File: config.mk
export PLATFORM = sky130hd
export DESIGN_NAME = planar_tile_frame_assembler
export DESIGN_NICKNAME = d
export VERILOG_FILES = /design/src/rtl/core/ptfa_pkg.sv /design/src/rtl/core/ptfa_ctrl.sv /design/src/rtl/core/ptfa_datapath.sv /design/src/rtl/core/planar_tile_frame_assembler.sv
export SDC_FILE = /design/constraint.sdc
export NUM_CORES = 1
export LEC_CHECK = 0
export BUFFER_PORTS_ARGS = -buffer_cell sky130_fd_sc_hd__buf_2
export CAP_MARGIN = 20
export CORE_MARGIN = 10
export CORE_UTILIZATION = 50
export CTS_CLUSTER_SIZE = 30
export DETAILED_ROUTE_END_ITERATION = 8
export PLACE_DENSITY = 0.78
export RECOVER_POWER = 50
export SLEW_MARGIN = 20
export SYNTH_ARGS = -nofsm -noshare
export SYNTH_HDL_FRONTEND = slang
export SYNTH_HIERARCHICAL = 1
export SYNTH_SLANG_ARGS = --single-unit
File: constraint.sdc
create_clock -name aclk -period 2.4 [get_ports aclk]
set_input_delay 0.12 -clock aclk [delete_from_list [all_inputs] [get_ports aclk]]
set_output_delay 0.12 -clock aclk [all_outputs]
set_load 0.02 [all_outputs]
File: src/rtl/core/ptfa_pkg.sv
// ----------------------------------------------------------------------------
// ptfa_pkg
// Shared constants, types and the row decode function of the planar tile
// frame assembler.
// ----------------------------------------------------------------------------
package ptfa_pkg;

    // tiles across in the large layout, 2 to 4
    localparam int MAX_TILES_ACROSS = 4;

    localparam int TILE_BYTES  = 16;
    localparam int TILE_ROWS   = 8;
    localparam int PIX_W       = 64;
    localparam int ROW_NUM_W   = 5;
    localparam int TILES_SMALL = (MAX_TILES_ACROSS < 2) ? MAX_TILES_ACROSS : 2;
    localparam int TILES_LARGE = (MAX_TILES_ACROSS < 4) ? MAX_TILES_ACROSS : 4;

    localparam int TILE_W   = 2;                   // tile index within a band
    localparam int ACROSS_W = TILE_W + 1;          // holds the tile count
    localparam int ROW_W    = 3;                   // row within a tile
    localparam int OFFSET_W = TILE_W + 4;          // byte offset within a band
    localparam int LANES    = 2 * MAX_TILES_ACROSS;
    localparam int LANE_W   = TILE_W + 1;

    typedef logic [LANES-1:0][7:0] ptfa_raw_row_t;

    typedef enum logic [0:0] {
        ST_FILL,
        ST_EMIT
    } ptfa_state_t;

    typedef struct packed {
        logic store_byte;
        logic load_row;
    } ptfa_cmd_t;

    typedef struct packed {
        logic band_end;   // current offset is the last byte of the band
        logic row_last;   // next row to load is the last of the band
        logic out_free;   // output register can take a row this cycle
    } ptfa_sts_t;

    // Planar bytes of one raster row to 2-bit pixel indices, MSB leftmost.
    function automatic logic [PIX_W-1:0] decode_row(input ptfa_raw_row_t raw,
                                                    input logic [ACROSS_W-1:0] across);
        logic [PIX_W-1:0] px;
        px = '0;
        for (int t = 0; t < MAX_TILES_ACROSS; t++) begin
            if (ACROSS_W'(t) < across) begin
                for (int b = 0; b < 8; b++) begin
                    px[2*(t*8+b) +: 2] = {raw[2*t+1][7-b], raw[2*t][7-b]};
                end
            end
        end
        return px;
    endfunction

endpackage

File: src/rtl/core/ptfa_ctrl.sv
// ----------------------------------------------------------------------------
// ptfa_ctrl
// Controller: takes bytes until a band is complete, then unloads its rows.
// ----------------------------------------------------------------------------
module ptfa_ctrl (
    input  logic                aclk,
    input  logic                aresetn,
    input  logic                s_tvalid,
    output logic                s_tready,
    input  ptfa_pkg::ptfa_sts_t sts,
    output ptfa_pkg::ptfa_cmd_t cmd
);
    import ptfa_pkg::*;

    ptfa_state_t state_reg, state_next;

    always_ff @(posedge aclk) begin
        if (!aresetn) begin
            state_reg <= ST_FILL;
        end else begin
            state_reg <= state_next;
        end
    end

    always_comb begin
        state_next = state_reg;
        unique case (state_reg)
            ST_FILL: begin
                if (s_tvalid && sts.band_end) begin
                    state_next = ST_EMIT;
                end
            end
            ST_EMIT: begin
                if (sts.out_free && sts.row_last) begin
                    state_next = ST_FILL;
                end
            end
            default: state_next = ST_FILL;
        endcase
    end

    always_comb begin
        s_tready       = 1'b0;
        cmd.store_byte = 1'b0;
        cmd.load_row   = 1'b0;
        unique case (state_reg)
            ST_FILL: begin
                s_tready       = 1'b1;
                cmd.store_byte = s_tvalid;
            end
            ST_EMIT: begin
                cmd.load_row = sts.out_free;
            end
            default: ;
        endcase
    end

endmodule

File: src/rtl/core/ptfa_datapath.sv
// ----------------------------------------------------------------------------
// ptfa_datapath
// Band buffer, byte and row counters, layout register and output register.
// ----------------------------------------------------------------------------
module ptfa_datapath (
    input  logic                              aclk,
    input  logic                              aresetn,
    input  logic                              cfg_wr_en,
    input  logic                              cfg_wr_data,
    input  logic [7:0]                        s_tdata,
    output logic                              m_tvalid,
    input  logic                              m_tready,
    output logic [ptfa_pkg::PIX_W-1:0]        m_tdata,
    output logic [ptfa_pkg::ROW_NUM_W-1:0]    row_number,
    output logic                              m_tlast,
    input  ptfa_pkg::ptfa_cmd_t               cmd,
    output ptfa_pkg::ptfa_sts_t               sts
);
    import ptfa_pkg::*;

    // one word per tile row; byte lanes are lo/hi plane of each tile
    ptfa_raw_row_t band_mem [TILE_ROWS];

    logic                  layout_reg;
    logic [OFFSET_W-1:0]   offset_reg;
    logic [TILE_W-1:0]     band_reg;
    logic [TILE_W-1:0]     emit_band_reg;
    logic [ROW_W-1:0]      row_cnt_reg;
    logic                  out_valid_reg;
    ptfa_raw_row_t         raw_reg;
    logic [ROW_NUM_W-1:0]  row_num_reg;
    logic                  last_reg;

    logic [ACROSS_W-1:0]   across;
    logic [ACROSS_W+3:0]   band_bytes;
    logic                  band_end;
    logic                  band_last;
    logic [ROW_W-1:0]      wr_row;
    logic [LANE_W-1:0]     wr_lane;

    assign across     = layout_reg ? ACROSS_W'(TILES_LARGE) : ACROSS_W'(TILES_SMALL);
    assign band_bytes = {across, 4'b0000};
    assign band_end   = ({1'b0, offset_reg} == (band_bytes - (ACROSS_W+4)'(1)));
    assign band_last  = (band_reg == TILE_W'(across - ACROSS_W'(1)));
    assign wr_row     = offset_reg[3:1];
    assign wr_lane    = {offset_reg[OFFSET_W-1 -: TILE_W], offset_reg[0]};

    assign sts.band_end = band_end;
    assign sts.row_last = (row_cnt_reg == ROW_W'(TILE_ROWS - 1));
    assign sts.out_free = !out_valid_reg || m_tready;

    always_ff @(posedge aclk) begin
        if (cmd.store_byte) begin
            band_mem[wr_row][wr_lane] <= s_tdata;
        end
    end

    always_ff @(posedge aclk) begin
        if (!aresetn) begin
            layout_reg <= 1'b0;
            offset_reg <= '0;
            band_reg   <= '0;
        end else if (cfg_wr_en) begin
            layout_reg <= cfg_wr_data;
            offset_reg <= '0;
            band_reg   <= '0;
        end else if (cmd.store_byte) begin
            if (band_end) begin
                offset_reg <= '0;
                band_reg   <= band_last ? '0 : band_reg + TILE_W'(1);
            end else begin
                offset_reg <= offset_reg + OFFSET_W'(1);
            end
        end
    end

    always_ff @(posedge aclk) begin
        if (cmd.store_byte && band_end) begin
            emit_band_reg <= band_reg;
        end
    end

    always_ff @(posedge aclk) begin
        if (!aresetn) begin
            row_cnt_reg   <= '0;
            out_valid_reg <= 1'b0;
        end else begin
            if (cmd.load_row) begin
                row_cnt_reg   <= row_cnt_reg + ROW_W'(1);
                out_valid_reg <= 1'b1;
            end else if (m_tready) begin
                out_valid_reg <= 1'b0;
            end
        end
    end

    always_ff @(posedge aclk) begin
        if (cmd.load_row) begin
            raw_reg     <= band_mem[row_cnt_reg];
            row_num_reg <= {emit_band_reg, row_cnt_reg};
            last_reg    <= (emit_band_reg == TILE_W'(across - ACROSS_W'(1)))
                           && (row_cnt_reg == ROW_W'(TILE_ROWS - 1));
        end
    end

    assign m_tvalid   = out_valid_reg;
    assign m_tdata    = decode_row(raw_reg, across);
    assign row_number = row_num_reg;
    assign m_tlast    = last_reg;

endmodule

File: src/rtl/core/planar_tile_frame_assembler.sv
// ----------------------------------------------------------------------------
// planar_tile_frame_assembler
// Decodes 2-bit planar 8x8 tiles into raster rows of a square tile frame.
// ----------------------------------------------------------------------------
// Input: one planar tile byte per transaction on s_t*. Each tile is 16 bytes,
// low plane then high plane per row; tiles come in row-major order.
// cfg_wr_en/cfg_wr_data set the layout (0: 2x2 tiles, 1: 4x4 tiles) and
// restart the frame; write only while the block is idle.
// Output: one raster row per transaction on m_t*; tdata holds 2-bit pixels
// (pixel x in bits 2x+1:2x) and the row number above them, tlast marks the
// frame's last row.
// Timing: band bytes are taken one per cycle while filling. The last byte of a
// band hands the band to the row unloader, which loads its rows into the
// output register one per cycle while the output is free, from the single row
// read port of the band buffer; input is held off while the 8 rows of a band
// are unloaded. The last row may still wait in the output register while the
// next band streams in. A stalled receiver holds the unloader and, through it,
// the input. Reset clears the layout to 2x2 and restarts the frame; the band
// buffer needs no clearing since each band is written in full before read.
// ----------------------------------------------------------------------------
module planar_tile_frame_assembler (
    input  logic        aclk,
    input  logic        aresetn,
    input  logic        cfg_wr_en,
    input  logic        cfg_wr_data,   // layout
    input  logic        s_tvalid,
    output logic        s_tready,
    input  logic [7:0]  s_tdata,       // [7:0] tile_byte
    output logic        m_tvalid,
    input  logic        m_tready,
    output logic [71:0] m_tdata,       // [63:0] row_pixels, [68:64] row_number, [71:69] zero
    output logic        m_tlast        // last_row
);
    import ptfa_pkg::*;

    ptfa_cmd_t             cmd;
    ptfa_sts_t             sts;
    logic [PIX_W-1:0]      row_pixels;
    logic [ROW_NUM_W-1:0]  row_number;

    ptfa_ctrl u_ctrl (
        .aclk     (aclk),
        .aresetn  (aresetn),
        .s_tvalid (s_tvalid),
        .s_tready (s_tready),
        .sts      (sts),
        .cmd      (cmd)
    );

    ptfa_datapath u_datapath (
        .aclk        (aclk),
        .aresetn     (aresetn),
        .cfg_wr_en   (cfg_wr_en),
        .cfg_wr_data (cfg_wr_data),
        .s_tdata     (s_tdata),
        .m_tvalid    (m_tvalid),
        .m_tready    (m_tready),
        .m_tdata     (row_pixels),
        .row_number  (row_number),
        .m_tlast     (m_tlast),
        .cmd         (cmd),
        .sts         (sts)
    );

    assign m_tdata = {(72-PIX_W-ROW_NUM_W)'(0), row_number, row_pixels};

    // band completion stops input for the row unload
    a_band_blocks_input: assert property (@(posedge aclk) disable iff (!aresetn)
        (s_tvalid && s_tready && sts.band_end) |=> !s_tready)
        else $error("input accepted right after band completion");

    // frame always ends on the bottom row of a tile
    a_last_on_tile_bottom: assert property (@(posedge aclk) disable iff (!aresetn)
        (m_tvalid && m_tlast) |-> (row_number[2:0] == 3'(TILE_ROWS - 1)))
        else $error("last row flag not on a tile bottom row");

    // row unload never overlaps byte storage
    a_no_load_while_store: assert property (@(posedge aclk) disable iff (!aresetn)
        !(cmd.load_row && cmd.store_byte))
        else $error("row load and byte store in the same cycle");

endmodule
==> results by group <==
Outcome
  • Status: finished with violations
  • Failing checks: max-capacitance violations, max-slew violations

Timing
  • Final min period: roughly 2.2 ns
  • Tcrit/Tclk final: 90.6%
  • Least-Margin Pin Slew: ~1.6 ns
  • RSZ-0062 raised after global routing: false
  • Peak Freq: about 0.46 GHz
  • Fin Clk Skew: 0.0332 ns
  • Final-report hold violation count: 0
  • Endpoints failing setup: 0
  • Slew Viols, Final: 67
  • Setup tns final: 0 ns
  • Max-Slew Margin vs Limit: -3.76%
  • Setup ws final: between 0.2 and 0.25 ns

Routing
  • Post-DRT Antenna Nets: 0
  • DRC: 0
  • DR iter-0 viols: around 1200
  • Via density: 5.78
  • Pre-antenna DRT Iters: 5
  • Post-Route WL: about 47000 um
  • Wire length per cell: approximately 25 um
  • Via count: 10805

Cells and area
  • Final nets: 1237
  • Most common cell after layout, fill and taps aside: edfxtp_1
  • Layout area overhead: 14.9%
  • N_diodes: 0
  • Max reg flops: 512
  • Util after Layout: approximately three fifths
  • Most frequent cells in the layout: 584 x edfxtp_1, 128 x mux4_2, 75 x buf_4
  • Layout cells sized above 1: 33.4%
  • Fillcell total: around 3200

Clock network
  • Worst-path clk slew: approximately 0.060 ns
  • Root Buffer: clkbuf_16
  • H-tree levels: 2
  • Total CTS buffers: 57
  • CTS sink cnt: 598
  • Clock Latency Late Sink: ~0.62 ns
  • CTS tree: built
  • Clock Path Buffers: 3

Floorplan
  • Die area: 0.0549 mm^2
  • Ports: just under 90
  • Die X: 234 um
  • Height of the die: ~230 um
  • Row cnt: 78
  • Core Area: 0.0454 mm^2
  • Starting density of the core: 50.6%

Hold path
  • Hold Crit Class: input port to flop

Setup path
  • WP data arrival: 2.70 ns
  • Startpoint Class: flop
  • CP endpoint kind: flop
  • WS Path Type: flop to flop
  • Critical Path RT: 2.93 ns
  • Crit-path max FO: 35

Flow run
  • Max Cap Viol: 2

Yosys
  • Yosys synthesis warning count: 6
  • Synthesized area per cell: 21.7 um^2
  • #FFs+latches synth: 598
  • Synth unique cells: 40
  • Mapped Cells: 1055
  • Sequential area share after synthesis: 77.7%
  • Area of the mapped netlist: 0.0229 mm^2

GRT
  • Total track usage: between 15 and 20%
  • Initial antenna violation count: 1
  • Largest net degree at the start of global routing: 65
  • M2 GR Usage: 27.8%
  • First-pass GRT wire length: 70800 um
  • Gr busiest metal: met2
  • Met3 Use GR: 4.12%
  • Remaining Overflow, GRT: 0
  • Number of global-route vias before repair: 11141
  • Met1 usage: 23.6%

Power
  • Pwr Density: about 800 mW/mm^2
  • Leakage power: 8.33 nW
  • Maximum vdd ir drop: 0.000547 V

Place
  • Pre-CTS setup slack: 0.303 ns
  • DP HPWL: 26800 um
  • PortBufs: 85
  • Global placer's final weighted congestion: approximately 0.77
cell families after synthesis:
family / count (synthesis) / share of synthesized area, %
buffers and inverters: 91 / 2.52
muxes: 196 / 15.9
xor gates and xnor gates: 5 / 0.191
other: 1 / 0.0163
adders and majority gates: 3 / 0.164
AOI/OAI and AO/OA: 15 / 0.431
and+or+nand+nor: 146 / 3.13
DFF: 598 / 77.7
power by group:
part / switching, mW / internal [mW] / leakage [nW]
Clock: 3.80 / 5.30 / 0.926
Sequential: 0.00726 / 11.5 / 5.38
Combinational: 0.222 / 0.0663 / 2.02
Total: 4.03 / 16.8 / 8.33
cell usage after synthesis, drive strengths merged:
library cell / count / area (um^2)
conb: 1 / 3.75
a311oi: 1 / 8.76
xor2: 4 / 35.0
a2bb2oi: 1 / 8.76
nor2: 71 / 267
ha: 3 / 37.5
mux4: 128 / 2880
clkbuf: 18 / 67.6
nand4: 3 / 18.8
a221oi: 1 / 8.76
dfxtp: 14 / 280
inv: 5 / 18.8
nor2b: 7 / 43.8
nand3: 6 / 30.0
and2: 34 / 214
buf: 68 / 492
a21boi: 1 / 7.51
o21a: 1 / 7.51
xnor2: 1 / 8.76
or3: 1 / 6.26
or4: 1 / 7.51
o211ai: 2 / 15.0
nand2: 10 / 37.5
nor3: 1 / 5.00
o21ai: 2 / 10.0
mux2: 65 / 732
nand4b: 1 / 8.76
edfxtp: 584 / 17500
a21oi: 5 / 25.0
nand2b: 4 / 25.0
o31ai: 1 / 7.51
nand3b: 3 / 22.5
and3: 1 / 6.26
mux2i: 3 / 30.0
and2b: 1 / 8.76
or3b: 2 / 17.5
final cells by class:
class	count	area, um^2	area share [%]
clock buffers	65	1480	5.60
well taps	600	751	2.85
multi-input cells	368	4550	17.3
inverters	5	18.8	0.0712
clock inverters	42	454	1.72
flip-flops and latches	598	17800	67.6
repair buffers	190	1290	4.90
through the flow:
step	power, mW	hold WS (ns)	instances	instance area (um^2)
2_1_floorplan	11.8	0.219	1057	22900
3_3_place_gp	12.0	0.410	1754	24500
3_5_place_dp	12.0	0.387	1754	24500
4_1_cts	21.0	0.0145	1868	26500
5_1_grt	21.5	0.0931	1868	26400
6_report	20.9	0.0913	1868	26400
worst max-delay path: stages, from the launching register on:
cell and delay, ns:
dfxtp_1 0.36, buf_4 0.37, mux2i_1 0.13, dlygate4sd3_1 0.58, nor2b_1 0.12, dlygate4sd3_1 0.56
final timing paths:
path                               startpoint                       end  slack [ns]  cells past startpoint
setup reg to reg        u_datapath/layout_reg     u_datapath/layout_reg        0.23                      5
hold / removal                      cfg_wr_en  u_datapath/offset_reg[0]        0.09                      3
hold reg to reg   u_datapath/emit_band_reg[0]  u_datapath/row_number[3]        0.45                      0
setup / recovery        u_datapath/layout_reg     u_datapath/layout_reg        0.23                      5
repair_timing:
action,4_1_cts,5_1_grt
setup buffers,0,0
resized for setup,0,0
hold buffers,7,0
setup endpoints to repair,0,0
endpoints found under the hold margin,30,0
layer usage:
| metal | wire (um) | up-vias |
|---|---|---|
| met5 | 0 | - |
| met4 | 976 | 0 |
| met3 | 4140 | 70 |
| met2 | 23300 | 504 |
| met1 | 18800 | 5661 |
| li1 | - | 4570 |
Power figures use the tool's default switching activity.
